<file path="src/hw/rtl/rmts_pkg.sv">
`default_nettype none

package rmts_pkg;

   // register map, word index = paddr / 4
   localparam int CSR_ADDR_BITS = 5;
   localparam int CSR_DATA_BITS = 32;
   localparam logic [2:0] REG_TASK_COUNT   = 3'd0;
   localparam logic [2:0] REG_TASK0_TIMING = 3'd1;
   localparam logic [2:0] REG_TASK1_TIMING = 3'd2;
   localparam logic [2:0] REG_TASK2_TIMING = 3'd3;
   localparam logic [2:0] REG_TASK3_TIMING = 3'd4;

   // timing registers that exist, one per schedulable task
   localparam int TIMING_REGS = 4;
   localparam int FIELD_BITS  = 16;
   localparam int INDEX_BITS  = 2;
   localparam int COUNT_BITS  = 3;

   localparam int REQ_DATA_BITS = 8;
   localparam int RSP_DATA_BITS = 24;

   // result item, running_task in the lowest bits
   typedef struct packed {
      logic [FIELD_BITS-1:0] time_now;
      logic                  halted;
      logic [INDEX_BITS-1:0] missed_task;
      logic                  deadline_miss;
      logic                  idle;
      logic [INDEX_BITS-1:0] running_task;
   } rsp_type;

   localparam int RSP_BITS = $bits(rsp_type);

endpackage

`default_nettype wire

</file>
<file path="src/hw/rtl/rate_monotonic_tick_scheduler_unit.sv">
`default_nettype none
// a result is registered and valid in the cycle after its input item is accepted
// throughput: one item per cycle while results drain; the whole tick (release,
// priority pick, countdown update) is one pass of logic into the result register
// reset: synchronous, active high; clears task state, time and the halt flag,
// and loads task_count = 1 and every timing register with period 1, execution 0

module rate_monotonic_tick_scheduler_unit #(
   parameter int MAX_TASKS = 4,
   parameter int TIME_BITS = 16
) (
   input  wire                                   clock,
   input  wire                                   reset,
   // input item: [0] advance, rest zero
   input  wire                                   req_tvalid,
   output logic                                  req_tready,
   input  wire  [rmts_pkg::REQ_DATA_BITS-1:0]    req_tdata,
   // result item: [1:0] running_task, [2] idle, [3] deadline_miss,
   // [5:4] missed_task, [6] halted, [22:7] time_now, [23] zero
   output logic                                  rsp_tvalid,
   input  wire                                   rsp_tready,
   output logic [rmts_pkg::RSP_DATA_BITS-1:0]    rsp_tdata,
   // register port
   input  wire                                   csr_psel,
   input  wire                                   csr_penable,
   input  wire                                   csr_pwrite,
   input  wire  [rmts_pkg::CSR_ADDR_BITS-1:0]    csr_paddr,
   input  wire  [rmts_pkg::CSR_DATA_BITS-1:0]    csr_pwdata,
   output logic [rmts_pkg::CSR_DATA_BITS-1:0]    csr_prdata,
   output logic                                  csr_pready
);

   import rmts_pkg::*;

   // only tasks that own a timing register can ever be scheduled
   localparam int NUM_TASKS = (MAX_TASKS < TIMING_REGS) ? MAX_TASKS : TIMING_REGS;

   // configuration
   logic [COUNT_BITS-1:0]    task_count_ff;
   logic [CSR_DATA_BITS-1:0] timing_ff [TIMING_REGS];
   logic [2:0]               csr_index;
   logic                     csr_write;

   // scheduler state
   logic [FIELD_BITS-1:0] countdown_ff [NUM_TASKS];
   logic [FIELD_BITS-1:0] countdown_in [NUM_TASKS];
   logic [FIELD_BITS-1:0] work_ff      [NUM_TASKS];
   logic [FIELD_BITS-1:0] work_in      [NUM_TASKS];
   logic [TIME_BITS-1:0]  time_ff;
   logic [TIME_BITS-1:0]  time_in;
   logic                  stopped_ff;
   logic                  stopped_in;

   // result register
   logic    rsp_valid_ff;
   rsp_type rsp_ff;
   rsp_type rsp_in;

   logic req_accept;
   logic tick;

   // ---------------------------------------------------------------------
   // register port: writes land in the access phase, reads are immediate
   // ---------------------------------------------------------------------
   assign csr_pready = 1'b1;
   assign csr_index  = csr_paddr[CSR_ADDR_BITS-1:2];
   assign csr_write  = csr_psel & csr_penable & csr_pwrite & csr_pready;

   always_ff @(posedge clock) begin
      if (reset) begin
         task_count_ff <= COUNT_BITS'(1);
         for (int k = 0; k < TIMING_REGS; k++) begin
            timing_ff[k] <= 32'h0001_0000;
         end
      end else if (csr_write) begin
         case (csr_index)
            REG_TASK_COUNT:   task_count_ff <= csr_pwdata[COUNT_BITS-1:0];
            REG_TASK0_TIMING: timing_ff[0]  <= csr_pwdata;
            REG_TASK1_TIMING: timing_ff[1]  <= csr_pwdata;
            REG_TASK2_TIMING: timing_ff[2]  <= csr_pwdata;
            REG_TASK3_TIMING: timing_ff[3]  <= csr_pwdata;
            default: ;  // unmapped addresses are ignored
         endcase
      end
   end

   always_comb begin
      case (csr_index)
         REG_TASK_COUNT:   csr_prdata = {{(CSR_DATA_BITS-COUNT_BITS){1'b0}}, task_count_ff};
         REG_TASK0_TIMING: csr_prdata = timing_ff[0];
         REG_TASK1_TIMING: csr_prdata = timing_ff[1];
         REG_TASK2_TIMING: csr_prdata = timing_ff[2];
         REG_TASK3_TIMING: csr_prdata = timing_ff[3];
         default:          csr_prdata = '0;
      endcase
   end

   // ---------------------------------------------------------------------
   // handshake: take a new item whenever the result register is free or
   // is being drained in the same cycle
   // ---------------------------------------------------------------------
   assign req_tready = ~rsp_valid_ff | rsp_tready;
   assign req_accept = req_tvalid & req_tready;
   // an item with advance clear is consumed without a result
   assign tick       = req_accept & req_tdata[0];

   // ---------------------------------------------------------------------
   // one tick: release, miss check, rate-monotonic pick
   // ---------------------------------------------------------------------
   always_comb begin
      logic                  active    [NUM_TASKS];
      logic                  release_i [NUM_TASKS];
      logic [FIELD_BITS-1:0] period    [NUM_TASKS];
      logic [FIELD_BITS-1:0] work_rel  [NUM_TASKS];
      logic                  miss;
      logic [INDEX_BITS-1:0] missed;
      logic                  found;
      logic [INDEX_BITS-1:0] best;
      logic [FIELD_BITS-1:0] best_period;
      logic [31:0]           time_wide;

      miss        = 1'b0;
      missed      = '0;
      found       = 1'b0;
      best        = '0;
      best_period = '0;
      time_wide   = 32'(time_ff);

      for (int i = 0; i < NUM_TASKS; i++) begin
         active[i]    = int'(task_count_ff) > i;
         // a period of zero behaves as one
         period[i]    = (timing_ff[i][31:16] == '0) ? FIELD_BITS'(1) : timing_ff[i][31:16];
         release_i[i] = active[i] & (countdown_ff[i] == '0);
         work_rel[i]  = release_i[i] ? timing_ff[i][15:0] : work_ff[i];
         if (release_i[i]) begin
            countdown_in[i] = period[i] - FIELD_BITS'(1);
         end else if (active[i]) begin
            countdown_in[i] = countdown_ff[i] - FIELD_BITS'(1);
         end else begin
            countdown_in[i] = countdown_ff[i];
         end
      end

      // lowest index wins, so walk down
      for (int i = NUM_TASKS - 1; i >= 0; i--) begin
         if (release_i[i] && work_ff[i] != '0) begin
            miss   = 1'b1;
            missed = INDEX_BITS'(i);
         end
      end

      // smallest period among ready tasks, ties keep the lower index
      for (int i = 0; i < NUM_TASKS; i++) begin
         if (active[i] && work_rel[i] != '0 && (!found || period[i] < best_period)) begin
            found       = 1'b1;
            best        = INDEX_BITS'(i);
            best_period = period[i];
         end
      end

      for (int i = 0; i < NUM_TASKS; i++) begin
         work_in[i] = work_rel[i];
         if (found && !miss && best == INDEX_BITS'(i)) begin
            work_in[i] = work_rel[i] - FIELD_BITS'(1);
         end
      end

      time_in    = time_ff + TIME_BITS'(1);
      stopped_in = miss;

      // default result, also what a halted block reports
      rsp_in.running_task  = '0;
      rsp_in.idle          = 1'b1;
      rsp_in.deadline_miss = 1'b0;
      rsp_in.missed_task   = '0;
      rsp_in.halted        = 1'b1;
      rsp_in.time_now      = time_wide[FIELD_BITS-1:0];

      if (!stopped_ff) begin
         if (miss) begin
            rsp_in.deadline_miss = 1'b1;
            rsp_in.missed_task   = missed;
         end else begin
            rsp_in.halted = 1'b0;
            if (found) begin
               rsp_in.running_task = best;
               rsp_in.idle         = 1'b0;
            end
         end
      end
   end

   // ---------------------------------------------------------------------
   // state update, only on a tick while not halted
   // ---------------------------------------------------------------------
   always_ff @(posedge clock) begin
      if (reset) begin
         for (int i = 0; i < NUM_TASKS; i++) begin
            countdown_ff[i] <= '0;
            work_ff[i]      <= '0;
         end
         time_ff    <= '0;
         stopped_ff <= 1'b0;
      end else if (tick && !stopped_ff) begin
         for (int i = 0; i < NUM_TASKS; i++) begin
            countdown_ff[i] <= countdown_in[i];
            work_ff[i]      <= work_in[i];
         end
         time_ff    <= time_in;
         stopped_ff <= stopped_in;
      end
   end

   // result register
   always_ff @(posedge clock) begin
      if (reset) begin
         rsp_valid_ff <= 1'b0;
      end else if (req_accept) begin
         rsp_valid_ff <= req_tdata[0];
      end else if (rsp_tready) begin
         rsp_valid_ff <= 1'b0;
      end
   end

   always_ff @(posedge clock) begin
      if (tick) begin
         rsp_ff <= rsp_in;
      end
   end

   assign rsp_tvalid = rsp_valid_ff;
   assign rsp_tdata  = {{(RSP_DATA_BITS-RSP_BITS){1'b0}}, rsp_ff};

`ifndef NO_ASSERTIONS
   // once halted, only reset brings the scheduler back
   a_halt_sticks: assert property (@(posedge clock) disable iff (reset)
      stopped_ff |=> stopped_ff)
      else $error("halt flag cleared without reset");

   // a halted scheduler does not advance time
   a_halt_freezes_time: assert property (@(posedge clock) disable iff (reset)
      (stopped_ff && tick) |=> $stable(time_ff))
      else $error("time advanced while halted");

   // a reported miss always comes with idle and halted
   a_miss_result: assert property (@(posedge clock) disable iff (reset)
      (rsp_valid_ff && rsp_ff.deadline_miss) |-> (rsp_ff.idle && rsp_ff.halted))
      else $error("miss reported without idle and halted");

   // a running task is never reported from a halted block
   a_run_not_halted: assert property (@(posedge clock) disable iff (reset)
      (rsp_valid_ff && !rsp_ff.idle) |-> (!rsp_ff.halted && !rsp_ff.deadline_miss))
      else $error("task reported as running while halted");

   // a tick that finds a miss sets the halt flag
   a_miss_halts: assert property (@(posedge clock) disable iff (reset)
      (tick && !stopped_ff && rsp_in.deadline_miss) |=> stopped_ff)
      else $error("miss did not halt the scheduler");
`endif

endmodule

`default_nettype wire
</file>
<file path="config.mk">
export PLATFORM = sky130hd
export DESIGN_NAME = rate_monotonic_tick_scheduler_unit
export DESIGN_NICKNAME = d
export VERILOG_FILES = /design/src/hw/rtl/rmts_pkg.sv /design/src/hw/rtl/rate_monotonic_tick_scheduler_unit.sv
export SDC_FILE = /design/constraint.sdc
export NUM_CORES = 1
export LEC_CHECK = 0
export ABC_CLOCK_PERIOD_IN_PS = 28000
export BUFFER_PORTS_ARGS = -buffer_cell sky130_fd_sc_hd__buf_2
export CAP_MARGIN = 25
export CORE_AREA = 2 2 196 198
export DETAILED_ROUTE_END_ITERATION = 8
export DIE_AREA = 0 0 198 200
export PLACE_DENSITY = 0.68
export SETUP_SLACK_MARGIN = 0.15
export SLEW_MARGIN = 20
export SYNTH_ARGS = -nofsm -noshare
export SYNTH_HDL_FRONTEND = slang
export SYNTH_SLANG_ARGS = --single-unit
</file>
<file path="constraint.sdc">
create_clock -name clock -period 28 [get_ports clock]
set_input_delay 7 -clock clock [delete_from_list [all_inputs] [get_ports clock]]
set_output_delay 7 -clock clock [all_outputs]
set_load 0.01 [all_outputs]
</file>
==> results.ini <==
[setup_path]
cp_cell_sequence = buf_2 -> inv_1 -> nor3_2 -> buf_4 -> a22o_1 -> a221o_1 -> buf_2
required_ps = 21000
crit_family = buffers and inverters
critPathLaunchType = input port
ff2ff_setup_slack_ps = 16950
cp_max_fo = 20
crit_path_max_incr_delay_ps = 560
crit_buf_inv = 4
worstPathArrival_ps = 8970
critPathKind = in2out
cp_common_cell = buf_2
endpoint_kind = output pin
cp_slowest_cell = nor3_2

[power_and_ir_drop]
p_per_area_mw_per_mm2 = 55.5
power_uw = 1140
power.leakage_uw = 0.00771
ir_drop_mv = 0.0335

[timing]
fmaxAchievable_ghz = 0.0626
rsz0062_at_grt = false
skew_ps = 20.4
final_hold_viol_count = 0
finalSetupViolCount = 0
layout_setup_ws_ps = 12030
holdWs_ps = 450
finalMaxSlewViolations = 0
min_period_ps = 15970
period_share_pct = 57.0
tightest_slew_ps = 995
fin_setup_tns_ps = 0
slew_headroom_pct = 33.7

[floorplan]
fp.dieH_um = 200
die_width_um = 198
ios = 111
core-area_mm2 = 0.0374
die_area_mm2 = 0.0396
start_util_pct = 49.5
num_rows = 71

[synth]
yosys-top-cells-area = edfxtp_1 45%, nor2_1 5.3%, and2_1 4.5%, ha_1 3.7%, mux2i_1 3.5%
syn_area_mm2 = 0.0185
yosys-top-cells-count = 279 x edfxtp_1, 261 x nor2_1, 132 x and2_1
synth_compound_area_share_pct = 12.6
synth_top_family_by_area = simple AND/OR/NAND/NOR gates
ys_types = 78
ys_warn_count = 0
synth_edf_count = 279
yosys.area.top_type = edfxtp_1
muxShareOfSynthArea_pct = 3.89
synth_async_sr_flop_share_pct = 0
yosysSeqAreaShare_pct = 47.5
synth-seq-cells = 300
syn_nets = 1976
yosys.area_share.simple_pct = 23.4
synth_top_area_share_pct = 45.3
synth_ff_type = edfxtp_1
synthAdderAreaFrac_pct = 3.65
synth.most_common_cell = edfxtp_1
syn_inst = 1870
synth_xor_area_share_pct = 5.49
synth.avg_cell_area_um2 = 9.90

[final_layout]
finalCoreUtilization_pct = 54.8
layout-drive-gt1-share_pct = 12.0
final_nets = 2003
area_delta_synth_final_pct = 10.8
diodes = 0
fillers = 3292

[drt]
vias_per_cell = 6.11
wirelength_mm = 52.8
top_layer_used = met4
drtIter0Drc = 1313
num_vias = 14900
drc_errors = 0
m1WireLength_mm = 23.0
wl_per_cell_um = 21.7
wl_met2_mm = 24.6
firstDrtPassIters = 5
wl_met3_mm = 3.77
ant_nets = 0

[clock_tree]
cts_sinks = 300
cts_tree = yes
root_buffer = clkbuf_16
cts_setup_buffers = 0
cts_buffers = 35
ctsHtreeMaxLevel = 2
cts_resized = 0
cts.hold.buffers_added = 0
path_clk_slew_ps = 60
clock_path_buffers = 3
clk_latency_ps = 540

[run]
cap_violations = 0

[global_route]
grt-ovfl-total = 0
grt_pass1_vias = 14200
grt_pass1_wl_mm = 81.4
grt_max_degree = 83
grt_antenna_before_repair = 0
grtUsageTotal_pct = 26.7

[place]
portBuffers = 99
place_ws_ps = 12090
gp_congestion = 0.924
dp_hpwl_mm = 38.1

[worst_hold_path]
holdCritPathClass = reg2reg

[run_status]
outcome = finished clean

[metrics by stage]
stage	cell area (µm²)	instances
final	20500	2434
after global routing	20500	2434
after CTS	20500	2434
after detailed placement	19300	2371
after global placement	19300	2370
after floorplan	18500	1870
[final timing paths]
kind,start,end,cells past startpoint
worst min-delay path,time_ff[15],rsp_tdata[22],0
worst min register to register,time_ff[15],rsp_tdata[22],0
worst max register to register,task_count_ff[2],work_ff[1][14],43
worst max-delay path,csr_paddr[3],csr_prdata[14],7
[registers in the layout, indices dropped and copies added (netlist names)]
register / count
countdown_ff: 64
rsp_tdata: 23
rsp_tvalid: 1
stopped_ff: 1
task_count_ff: 3
time_ff: 16
timing_ff: 128
work_ff: 64
[worst reg2reg max path: cells and delay by family (launching register included)]
family | cells | cell delay, ps
xor+xnor | 1 | 170
flops | 1 | 660
mux | 2 | 800
buf+inv | 2 | 700
simple gates | 15 | 2820
compound gates | 19 | 4320
fa+ha+maj | 4 | 1310
[report_power, final]
part           leakage, µW  internal (µW)  total, µW  switching, µW
registers          0.00295            515        548           32.7
clock network     0.000575            284        470            187
logic              0.00418           46.7        121           74.1
total              0.00771            845       1140            294
[cells by family after synthesis]
group                      after synthesis
muxes                                   70
adders and majority gates               54
xor gates and xnor gates               116
and+or+nand+nor                        826
DFF                                    300
buffers and inverters                  154
other                                    2
AOI/OAI and AO/OA                      348
[cell usage in the layout (no fill, tap or decap), drive strengths merged, types with 46 or more instances in the layout]
cell type,count
xor2,66
nor3,77
edfxtp,279
clkbuf,46
xnor2,50
ha,54
buf,125
nand2,107
mux2i,65
a21oi,123
and2,133
o21ai,66
nor4,71
nor2,261
[final cells by class]
cell class | count | area [µm²] | area share (%)
Clock inverter | 17 | 196 | 0.958
Multi-Input combinational cell | 1416 | 9140 | 44.6
Tap cell | 511 | 639 | 3.12
Inverter | 19 | 71.3 | 0.348
Clock buffer | 46 | 978 | 4.77
Sequential cell | 300 | 8800 | 42.9
Timing Repair Buffer | 125 | 688 | 3.35
[metal layers]
| layer | global-route usage [%] | vias up |
|---|---|---|
| met3 | 3.78 | 93 |
| li1 | - | 6959 |
| met2 | 43.9 | 591 |
| met5 | 0 | - |
| met1 | 37.0 | 7223 |
| met4 | 7.85 | 0 |
(Power assumes the default switching activity.)
